### config.mk
export PLATFORM = sky130hd
export DESIGN_NAME = signed_radix_digit_emitter_top
export DESIGN_NICKNAME = d
export VERILOG_FILES = /design/src/design/srde_pkg.sv /design/src/design/srde_ram.sv /design/src/design/srde_alpha_chk.sv /design/src/design/signed_radix_digit_emitter_top.sv
export SDC_FILE = /design/constraint.sdc
export NUM_CORES = 2
export LEC_CHECK = 0
export BUFFER_PORTS_ARGS = -buffer_cell sky130_fd_sc_hd__buf_2
export CAP_MARGIN = 15
export CORE_ASPECT_RATIO = 0.75
export CORE_MARGIN = 1.5
export CORE_UTILIZATION = 61
export CTS_BUF_LIST = sky130_fd_sc_hd__clkbuf_2 sky130_fd_sc_hd__clkbuf_4 sky130_fd_sc_hd__clkbuf_8
export CTS_CLUSTER_SIZE = 12
export DETAILED_ROUTE_END_ITERATION = 16
export GPL_TIMING_DRIVEN = 1
export PLACE_DENSITY = 0.81
export SYNTH_ARGS = -nofsm -noshare
export SYNTH_HDL_FRONTEND = slang
export SYNTH_SLANG_ARGS = --single-unit
export TNS_END_PERCENT = 30
### constraint.sdc
create_clock -name clk -period 7.53 [get_ports clk]
set_clock_uncertainty 0.2 [all_clocks]
set_input_delay 1.506 -clock clk [delete_from_list [all_inputs] [get_ports clk]]
set_output_delay 1.506 -clock clk [all_outputs]
set_load 0.05 [all_outputs]
### src/design/srde_pkg.sv
// Package for the signed radix digit emitter.
// Holds the microcode format, the program ROM, the reciprocal table and shared constants.
// No dependencies.
package srde_pkg;

  localparam int LEN_W = 5;
  localparam int DIGIT_W = 4;
  localparam int ALPHA_W = 64;
  localparam int CFG_IDX_W = 1;
  localparam int PC_W = 3;
  localparam int RECIP_W = 32;

  localparam logic [7:0] MINUS_CHAR = 8'h2D;
  localparam logic [7:0] PLUS_CHAR = 8'h2B;

  localparam logic [CFG_IDX_W-1:0] REG_ALPHA_LOW = 1'b0;
  localparam logic [CFG_IDX_W-1:0] REG_ALPHA_HIGH = 1'b1;

  localparam logic [2:0] OP_LOAD = 3'd0;
  localparam logic [2:0] OP_SIGN = 3'd1;
  localparam logic [2:0] OP_MUL = 3'd2;
  localparam logic [2:0] OP_FIX = 3'd3;
  localparam logic [2:0] OP_READ = 3'd4;
  localparam logic [2:0] OP_EMIT = 3'd5;
  localparam logic [2:0] OP_DONE = 3'd6;

  localparam logic [2:0] C_NEXT = 3'd0;
  localparam logic [2:0] C_ALWAYS = 3'd1;
  localparam logic [2:0] C_BAD = 3'd2;
  localparam logic [2:0] C_NOLEN = 3'd3;
  localparam logic [2:0] C_QNZ = 3'd4;
  localparam logic [2:0] C_CNZ = 3'd5;

  localparam logic [PC_W-1:0] PC_START = 3'd0;
  localparam logic [PC_W-1:0] PC_DIV = 3'd2;
  localparam logic [PC_W-1:0] PC_READ = 3'd4;
  localparam logic [PC_W-1:0] PC_DONE = 3'd6;

  typedef struct packed {
    logic [2:0]      op;
    logic [2:0]      cond;
    logic [PC_W-1:0] target;
  } ucode_t;

  typedef struct packed {
    logic [LEN_W-1:0] len;
    logic             bad;
  } alpha_info_t;

  function automatic ucode_t ucode_rom(input logic [PC_W-1:0] pc);
    ucode_t w;
    case (pc)
      3'd0: w = '{op: OP_LOAD, cond: C_BAD, target: PC_DONE};
      3'd1: w = '{op: OP_SIGN, cond: C_NOLEN, target: PC_DONE};
      3'd2: w = '{op: OP_MUL, cond: C_NEXT, target: PC_START};
      3'd3: w = '{op: OP_FIX, cond: C_QNZ, target: PC_DIV};
      3'd4: w = '{op: OP_READ, cond: C_NEXT, target: PC_START};
      3'd5: w = '{op: OP_EMIT, cond: C_CNZ, target: PC_READ};
      3'd6: w = '{op: OP_DONE, cond: C_ALWAYS, target: PC_START};
      default: w = '{op: OP_DONE, cond: C_ALWAYS, target: PC_START};
    endcase
    return w;
  endfunction

  // floor(2^32 / d); the quotient estimate is low by at most one
  function automatic logic [RECIP_W-1:0] recip_of(input logic [LEN_W-1:0] d);
    logic [RECIP_W-1:0] r;
    case (d)
      5'd2:  r = 32'h8000_0000;
      5'd3:  r = 32'h5555_5555;
      5'd4:  r = 32'h4000_0000;
      5'd5:  r = 32'h3333_3333;
      5'd6:  r = 32'h2AAA_AAAA;
      5'd7:  r = 32'h2492_4924;
      5'd8:  r = 32'h2000_0000;
      5'd9:  r = 32'h1C71_C71C;
      5'd10: r = 32'h1999_9999;
      5'd11: r = 32'h1745_D174;
      5'd12: r = 32'h1555_5555;
      5'd13: r = 32'h13B1_3B13;
      5'd14: r = 32'h1249_2492;
      5'd15: r = 32'h1111_1111;
      5'd16: r = 32'h1000_0000;
      default: r = '0;
    endcase
    return r;
  endfunction

endpackage

### src/design/srde_ram.sv
// Generic single-port-write, single-port-read RAM with registered read data.
// No dependencies.
module srde_ram #(
  parameter int WIDTH = 4,
  parameter int DEPTH = 32
) (
  input  logic                     clk,
  input  logic                     wr_en,
  input  logic [$clog2(DEPTH)-1:0] wr_addr,
  input  logic [WIDTH-1:0]         wr_data,
  input  logic                     rd_en,
  input  logic [$clog2(DEPTH)-1:0] rd_addr,
  output logic [WIDTH-1:0]         rd_data
);

  logic [WIDTH-1:0] mem_r [DEPTH];
  logic [WIDTH-1:0] rd_data_r;

  always_ff @(posedge clk) begin
    if (wr_en) begin
      mem_r[wr_addr] <= wr_data;
    end
    if (rd_en) begin
      rd_data_r <= mem_r[rd_addr];
    end
  end

  assign rd_data = rd_data_r;

endmodule

### src/design/srde_alpha_chk.sv
// Alphabet checker: finds the alphabet length and flags a bad alphabet.
// Depends on srde_pkg.
module srde_alpha_chk
  import srde_pkg::*;
#(
  parameter int ALPHABET_MAX = 16
) (
  input  logic [ALPHA_W-1:0] alpha_low,
  input  logic [ALPHA_W-1:0] alpha_high,
  output alpha_info_t        info
);

  logic [2*ALPHA_W-1:0]    alpha_all;
  logic [7:0]              b [ALPHABET_MAX];
  logic [ALPHABET_MAX-1:0] run;
  logic [LEN_W-1:0]        len;
  logic                    bad;

  assign alpha_all = {alpha_high, alpha_low};

  always_comb begin
    for (int i = 0; i < ALPHABET_MAX; i++) begin
      b[i] = alpha_all[8*i +: 8];
    end
    run[0] = (b[0] != 8'h00);
    for (int i = 1; i < ALPHABET_MAX; i++) begin
      run[i] = run[i-1] && (b[i] != 8'h00);
    end
    len = '0;
    for (int i = 0; i < ALPHABET_MAX; i++) begin
      if (run[i]) begin
        len = LEN_W'(i + 1);
      end
    end
    bad = !run[0];
    for (int i = 0; i < ALPHABET_MAX; i++) begin
      if (run[i] && (b[i] == MINUS_CHAR || b[i] == PLUS_CHAR)) begin
        bad = 1'b1;
      end
      for (int j = i + 1; j < ALPHABET_MAX; j++) begin
        if (run[j] && (b[i] == b[j])) begin
          bad = 1'b1;
        end
      end
    end
  end

  assign info.len = len;
  assign info.bad = bad;

endmodule

### src/design/signed_radix_digit_emitter_top.sv
// Top level of the signed radix digit emitter: microcoded sequencer and datapath.
// Depends on srde_pkg, srde_ram and srde_alpha_chk.
//
// Usage:
//   cfg_* writes the alphabet: index 0 holds bytes 0..7, index 1 bytes 8..15.
//   A zero byte ends the alphabet; its length is the radix. cfg_ready is
//   always high. Write it only while no value is in flight.
//   in_* takes one signed value per request. out_* returns its text one byte
//   per request: '-' for a negative value, then the digits most significant
//   first; out_tlast marks the final byte. A bad alphabet (empty, repeated
//   byte, '+' or '-') yields no bytes; a one-byte alphabet yields only '-' if negative.
//   Sequencing: each digit takes a multiply step, then a correct step, in the
//   reciprocal divide loop, and later a read step to pop the digit RAM and an
//   emit step. A stalled receiver holds the output register and the sequencer
//   at the sign or emit step; nothing is dropped. in_tready rises after the
//   done step that follows the load of the last byte into the output register.
//   Reset clears the alphabet, the sequencer and the output valid.
module signed_radix_digit_emitter_top
  import srde_pkg::*;
#(
  parameter int ALPHABET_MAX = 16,
  parameter int VALUE_WIDTH = 32
) (
  input  logic                               clk,
  input  logic                               rst_n,
  input  logic                               cfg_valid,
  output logic                               cfg_ready,
  input  logic [CFG_IDX_W-1:0]               cfg_index,
  input  logic [ALPHA_W-1:0]                 cfg_data,
  input  logic                               in_tvalid,
  output logic                               in_tready,
  input  logic [((VALUE_WIDTH+7)/8)*8-1:0]   in_tdata,   // [VALUE_WIDTH-1:0] value
  output logic                               out_tvalid,
  input  logic                               out_tready,
  output logic [7:0]                         out_tdata,  // [7:0] text_byte
  output logic                               out_tlast   // last_byte
);

  localparam int CNT_W = $clog2(VALUE_WIDTH + 1);
  localparam int ADDR_W = $clog2(VALUE_WIDTH);
  localparam int PROD_W = VALUE_WIDTH + RECIP_W;
  localparam int QD_W = VALUE_WIDTH + LEN_W;

  logic [ALPHA_W-1:0]     alpha_low_r, alpha_high_r;
  logic                   busy_r, busy_nxt;
  logic [PC_W-1:0]        pc_r, pc_nxt;
  logic [VALUE_WIDTH-1:0] value_r, value_nxt;
  logic                   neg_r, neg_nxt;
  logic [LEN_W-1:0]       len_r, len_nxt;
  logic [VALUE_WIDTH-1:0] rem_r, rem_nxt;
  logic [PROD_W-1:0]      prod_r, prod_nxt;
  logic [CNT_W-1:0]       cnt_r, cnt_nxt;
  logic                   out_valid_r, out_valid_nxt;
  logic [7:0]             out_byte_r, out_byte_nxt;
  logic                   out_last_r, out_last_nxt;

  alpha_info_t            info;
  ucode_t                 uw;
  logic                   slot_free;
  logic                   advance;
  logic                   take_jump;
  logic                   emit;
  logic [7:0]             emit_byte;
  logic                   emit_last;
  logic [VALUE_WIDTH-1:0] mag_c;
  logic [VALUE_WIDTH-1:0] q0;
  logic [QD_W-1:0]        qd_full;
  logic [VALUE_WIDTH-1:0] r0;
  logic [VALUE_WIDTH-1:0] len_ext;
  logic                   fix;
  logic [VALUE_WIDTH-1:0] r_c;
  logic [VALUE_WIDTH-1:0] q_c;
  logic                   ram_we;
  logic                   ram_re;
  logic [ADDR_W-1:0]      ram_waddr;
  logic [ADDR_W-1:0]      ram_raddr;
  logic [CNT_W-1:0]       cnt_dec;
  logic [DIGIT_W-1:0]     ram_rdata;
  logic [2*ALPHA_W-1:0]   alpha_all;

  srde_alpha_chk #(
    .ALPHABET_MAX(ALPHABET_MAX)
  ) u_alpha_chk (
    .alpha_low (alpha_low_r),
    .alpha_high(alpha_high_r),
    .info      (info)
  );

  srde_ram #(
    .WIDTH(DIGIT_W),
    .DEPTH(VALUE_WIDTH)
  ) u_digit_ram (
    .clk    (clk),
    .wr_en  (ram_we),
    .wr_addr(ram_waddr),
    .wr_data(r_c[DIGIT_W-1:0]),
    .rd_en  (ram_re),
    .rd_addr(ram_raddr),
    .rd_data(ram_rdata)
  );

  assign cfg_ready = 1'b1;
  assign in_tready = !busy_r;
  assign out_tvalid = out_valid_r;
  assign out_tdata = out_byte_r;
  assign out_tlast = out_last_r;

  assign alpha_all = {alpha_high_r, alpha_low_r};
  assign uw = ucode_rom(pc_r);
  assign slot_free = !out_valid_r || out_tready;

  assign mag_c = value_r[VALUE_WIDTH-1]
               ? (~value_r) + {{(VALUE_WIDTH-1){1'b0}}, 1'b1}
               : value_r;

  assign q0 = prod_r[PROD_W-1:RECIP_W];
  assign qd_full = QD_W'(q0) * QD_W'(len_r);
  assign r0 = rem_r - qd_full[VALUE_WIDTH-1:0];
  assign len_ext = VALUE_WIDTH'(len_r);
  assign fix = (r0 >= len_ext);
  assign r_c = fix ? (r0 - len_ext) : r0;
  assign q_c = q0 + {{(VALUE_WIDTH-1){1'b0}}, fix};

  assign cnt_dec = cnt_r - {{(CNT_W-1){1'b0}}, 1'b1};
  assign ram_waddr = cnt_r[ADDR_W-1:0];
  assign ram_raddr = cnt_dec[ADDR_W-1:0];

  always_comb begin
    busy_nxt = busy_r;
    value_nxt = value_r;
    neg_nxt = neg_r;
    len_nxt = len_r;
    rem_nxt = rem_r;
    prod_nxt = prod_r;
    cnt_nxt = cnt_r;
    advance = 1'b0;
    emit = 1'b0;
    emit_byte = MINUS_CHAR;
    emit_last = 1'b0;
    ram_we = 1'b0;
    ram_re = 1'b0;

    case (uw.cond)
      C_NEXT:   take_jump = 1'b0;
      C_ALWAYS: take_jump = 1'b1;
      C_BAD:    take_jump = info.bad;
      C_NOLEN:  take_jump = (len_r < LEN_W'(2));
      C_QNZ:    take_jump = (q_c != '0);
      C_CNZ:    take_jump = (cnt_r != '0);
      default:  take_jump = 1'b0;
    endcase

    if (busy_r) begin
      case (uw.op)
        OP_LOAD: begin
          len_nxt = info.len;
          neg_nxt = value_r[VALUE_WIDTH-1];
          rem_nxt = mag_c;
          cnt_nxt = '0;
          advance = 1'b1;
        end
        OP_SIGN: begin
          if (!neg_r) begin
            advance = 1'b1;
          end else if (slot_free) begin
            emit = 1'b1;
            emit_byte = MINUS_CHAR;
            emit_last = (len_r < LEN_W'(2));
            advance = 1'b1;
          end
        end
        OP_MUL: begin
          prod_nxt = PROD_W'(rem_r) * PROD_W'(recip_of(len_r));
          advance = 1'b1;
        end
        OP_FIX: begin
          ram_we = 1'b1;
          rem_nxt = q_c;
          cnt_nxt = cnt_r + {{(CNT_W-1){1'b0}}, 1'b1};
          advance = 1'b1;
        end
        OP_READ: begin
          ram_re = 1'b1;
          cnt_nxt = cnt_dec;
          advance = 1'b1;
        end
        OP_EMIT: begin
          if (slot_free) begin
            emit = 1'b1;
            emit_byte = alpha_all[{ram_rdata, 3'b000} +: 8];
            emit_last = (cnt_r == '0);
            advance = 1'b1;
          end
        end
        OP_DONE: begin
          busy_nxt = 1'b0;
          advance = 1'b1;
        end
        default: begin
          busy_nxt = 1'b0;
          advance = 1'b1;
        end
      endcase
    end

    pc_nxt = pc_r;
    if (advance) begin
      pc_nxt = take_jump ? uw.target : pc_r + PC_W'(1);
    end
    if (!busy_r && in_tvalid) begin
      busy_nxt = 1'b1;
      pc_nxt = PC_START;
      value_nxt = in_tdata[VALUE_WIDTH-1:0];
    end

    out_valid_nxt = out_valid_r;
    out_byte_nxt = out_byte_r;
    out_last_nxt = out_last_r;
    if (emit) begin
      out_valid_nxt = 1'b1;
      out_byte_nxt = emit_byte;
      out_last_nxt = emit_last;
    end else if (out_tready) begin
      out_valid_nxt = 1'b0;
    end
  end

  always_ff @(posedge clk) begin
    if (!rst_n) begin
      alpha_low_r <= '0;
      alpha_high_r <= '0;
      busy_r <= 1'b0;
      pc_r <= PC_START;
      out_valid_r <= 1'b0;
    end else begin
      if (cfg_valid && cfg_ready) begin
        case (cfg_index)
          REG_ALPHA_LOW:  alpha_low_r <= cfg_data;
          REG_ALPHA_HIGH: alpha_high_r <= cfg_data;
          default: ;
        endcase
      end
      busy_r <= busy_nxt;
      pc_r <= pc_nxt;
      out_valid_r <= out_valid_nxt;
    end
  end

  always_ff @(posedge clk) begin
    value_r <= value_nxt;
    neg_r <= neg_nxt;
    len_r <= len_nxt;
    rem_r <= rem_nxt;
    prod_r <= prod_nxt;
    cnt_r <= cnt_nxt;
    out_byte_r <= out_byte_nxt;
    out_last_r <= out_last_nxt;
  end

`ifndef SYNTHESIS
  a_emit_busy: assert property (@(posedge clk) disable iff (!rst_n)
    emit |-> busy_r)
    else $error("byte emitted while sequencer idle");

  a_start_pc: assert property (@(posedge clk) disable iff (!rst_n)
    (in_tvalid && in_tready) |=> (busy_r && pc_r == PC_START))
    else $error("request did not start the program");

  a_div_radix: assert property (@(posedge clk) disable iff (!rst_n)
    (busy_r && (uw.op == OP_MUL || uw.op == OP_FIX)) |-> (len_r >= LEN_W'(2)))
    else $error("divide loop entered without a radix");

  a_cnt_range: assert property (@(posedge clk) disable iff (!rst_n)
    (busy_r && uw.op == OP_FIX) |-> (cnt_r < CNT_W'(VALUE_WIDTH)))
    else $error("digit stack overflow");

  a_last_digit: assert property (@(posedge clk) disable iff (!rst_n)
    (busy_r && uw.op == OP_EMIT && slot_free && cnt_r == '0) |=> (out_tvalid && out_tlast))
    else $error("final digit not flagged last");
`endif

endmodule
==> results.txt <==
----------------------------------------------------
[Outcome]
  Run status ... complete, but fails checks
  Violated checks ... DRC, setup timing

[Clock tree]
  Number of buffers added by the clock tree synthesis step ... roughly 70
  Clock latency reported for the late side of the worst-skew pair ... 780 ps
  Maximum clock path buffer count ... 3
  TritonCTS clock tree ... built
  Clock net sink count ... a little over 400
  Clk root buf ... clkbuf_8
  Depth of the CTS H-tree ... 3
  Clock-pin transition on the worst setup and hold timing paths ... approximately 60 ps
  Cts hold-fix bufs ... 0

[Placement]
  Post-placement cell count ... 9,081
  Port Buffers ... 112
  Total cell area at the placement stage ... ~74,000 µm²
  Detailed-placement wirelength estimate ... 178,000 µm
  Last weighted congestion value of the routability-driven placer ... 1.06

[STA]
  Final hold violation count ... 0
  Ratio of final minimum period to clock period ... 1.07
  Highest clock frequency the design can meet ... 0.125 GHz
  Setup Viol. Count Final ... 32
  Setup WS post-layout ... -490 ps
  Crit path time final ... 8020 ps
  Worst Tran Pin Value ... approximately 1200 ps
  Relative max-transition margin ... 0.164
  Unrepaired setup endpoints after global routing ... true
  Setup Total Neg Slack ... -9060 ps
  Final count of pins violating max slew ... 0

[Flow run]
  Number of violations of the max-capacitance limit ... 0

[Worst setup path]
  Slowest library cell on the worst path ... fa_2
  R2R Path Start ... rem_r[18]
  Critical path launch point ... rem_r[18]
  Critical path's top delay family ... adder cells
  Worst R2R Path Depth ... 25
  FF-to-FF setup slack ... -490 ps
  Critical Path Max Stage Delay ... 620 ps
  Arrival time of data at the critical path endpoint ... 8300 ps
  Worst reg2reg path endpoint ... prod_r[45]
  WP buf/inv ... 6
  Endpoint type of the worst setup path ... register
  Worst path most repeated cell ... fa_1
  CP Depth ... 25
  Largest fanout on the critical path ... 8
  Worst setup path category ... register to register
  CP Capture Point ... prod_r[45]
  Sort of element at the start of the critical path ... register
  Data required time at the worst endpoint ... just under 8000 ps

[Finish]
  Number of fillers in the final layout ... 7,793
  Fin nets ... 9,202
  Final standard cell area without fillers ... 76,900 µm²
  Final standard cell count with taps included and fillers excluded ... 9,266
  Commonest cells after routing, fill and taps aside ... inv_1 (1,095), fa_1 (954), nand2_1 (915)
  Leading cell type in the layout, fill and taps excluded ... inv_1
  Finished Core Util ... 0.717
  Signed area change from the synthesized netlist to the final layout ... 16.6%
  Share of post-route cells with drive strength above 1 ... 0.197

[Drt]
  Final ANT Viol Nets ... 0
  Avg Vias per Cell ... 6.13
  Wire length per cell ... 25.4 µm
  Final wirelength ... 235,000 µm
  Detailed-route DRC error count ... 1
  Via count ... approximately 57,000
  1st-pass router iterations ... 13
  Initial DRC Count ... 8,147

[Die]
  Core area ... 107,000 µm²
  Die H ... 288 µm
  Ports ... 114
  Starting density of the core ... 0.615
  Horizontal die dimension ... between 300 and 400 µm
  Die area ... approximately 110,000 µm²
  Row count ... 104

[Logic synthesis]
  Instance count of the mapped netlist ... between 7,000 and 8,000
  Number of distinct library cells after synthesis ... 79
  Number of warnings reported in the yosys synthesis log ... 0
  Fraction of post-synthesis cell area in the top cell type by area ... 0.305
  Top cells by area in the synthesized netlist ... fa_1 (31%), edfxtp_1 (11%), xnor2_1 (7.5%)
  Post-synthesis async set-or-reset flop share ... 0
  Net count after synthesis ... 8,589
  Prevailing post-synth register cell ... edfxtp_1
  Cell type with the highest aggregate area in the netlist ... fa_1
  Count of state elements after synthesis ... 404
  Number of enable flip-flop cells after synthesis ... 249
  Average size of a mapped cell ... 9.21 µm²
  Post-synthesis sequential area ratio ... 0.160
  Post-Synthesis Cell Area ... 66,000 µm²

[GRT]
  Wire length of the first global-routing pass ... 350,000 µm
  Number of antenna violations at the first check in global routing ... 5
  Largest net degree at the start of global routing ... 108
  Global route overflow ... 0
  Number of global-route vias before repair ... 57,500
  GRT Total Usage ... 0.426

[Worst hold path]
  Hold Crit Class ... register to register

----------------------------------------------------
==> sequential cells by signal (all words and copies together) (netlist names), 3 cells and up, named ones only <==
| name | cells |
|---|---|
| alpha_low_r | 64 |
| cnt_r | 6 |
| len_r | 5 |
| u_digit_ram.rd_data | 4 |
| alpha_high_r | 64 |
| rem_r | 32 |
| prod_r | 32 |
| pc_r | 3 |
| value_r | 32 |
| out_tdata | 8 |
| u_digit_ram.mem_r | 128 |
==> worst min-delay path: stages, from the launching register on <==
cell     delay, ps
dfxtp_1        350
nand2_1         90
a21oi_2         50
==> worst min-delay path by stage <==
stage | startpoint | end | slack, ps | cells after the start
finish | pc_r[0] | pc_r[0] | 340 | 2
global route | pc_r[0] | pc_r[0] | 360 | 2
floorplan | pc_r[0] | pc_r[0] | 280 | 2
detailed placement | pc_r[0] | pc_r[0] | 310 | 2
global placement | pc_r[0] | pc_r[0] | 300 | 2
CTS | pc_r[0] | pc_r[0] | 320 | 2
==> what timing repair did <==
action,4_1_cts,5_1_grt
gates cloned,0,2
pin swaps,85,151
setup endpoints to repair,39,61
buffers inserted,24,37
gates resized for setup,120,214
==> final cells by class <==
class                      count  area (µm²)  share of cell area
sequential                   404       10600               0.137
tap                         1431        1790              0.0233
timing repair buffer        1071        8380               0.109
multi-input combinational   5097       50400               0.655
clock buffer                  88        1120              0.0146
clock inverter                36         427             0.00554
antenna                        4        10.0            0.000130
inverter                    1135        4260              0.0554
==> cell families (layout without fill, tap and decap cells) <==
logic type,count (synthesis),count (layout),synth area share
xor gates and xnor gates,1110,1110,0.147
buffers and inverters,1663,2330,0.0946
AOI/OAI and AO/OA,576,576,0.0571
DFF,404,404,0.160
adders and majority gates,1323,1323,0.365
other,1,5,0.0000568
and+or+nand+nor,1984,1984,0.146
muxes,103,103,0.0295
==> metrics by stage <==
stage	hold slack, ps	worst slack, ps
final	342	-490
after global routing	357	-684
after CTS	318	-489
after detailed placement	307	-920
after global placement	300	-820
after floorplan	276	0.817
==> synthesized netlist by cell type (135+ instances only) <==
| master | instances |
|---|---|
| dfxtp_1 | 155 |
| nand4_1 | 161 |
| ha_1 | 316 |
| nor4_1 | 135 |
| fa_1 | 1007 |
| a21oi_1 | 140 |
| xor2_1 | 548 |
| clkbuf_1 | 409 |
| xnor2_1 | 562 |
| edfxtp_1 | 249 |
| nor2_1 | 178 |
| nand2_1 | 927 |
| inv_1 | 1135 |
| and2_1 | 337 |
==> metal layers <==
metal | track usage | wire [µm]
met2 | 0.590 | 94900
met3 | 0.177 | 38900
met4 | 0.177 | 12500
met5 | 0.00474 | 94
met1 | 0.588 | 88800
Power is not shown: default switching activity piles up to over one toggle a cycle in this logic, so the estimate is an artifact.
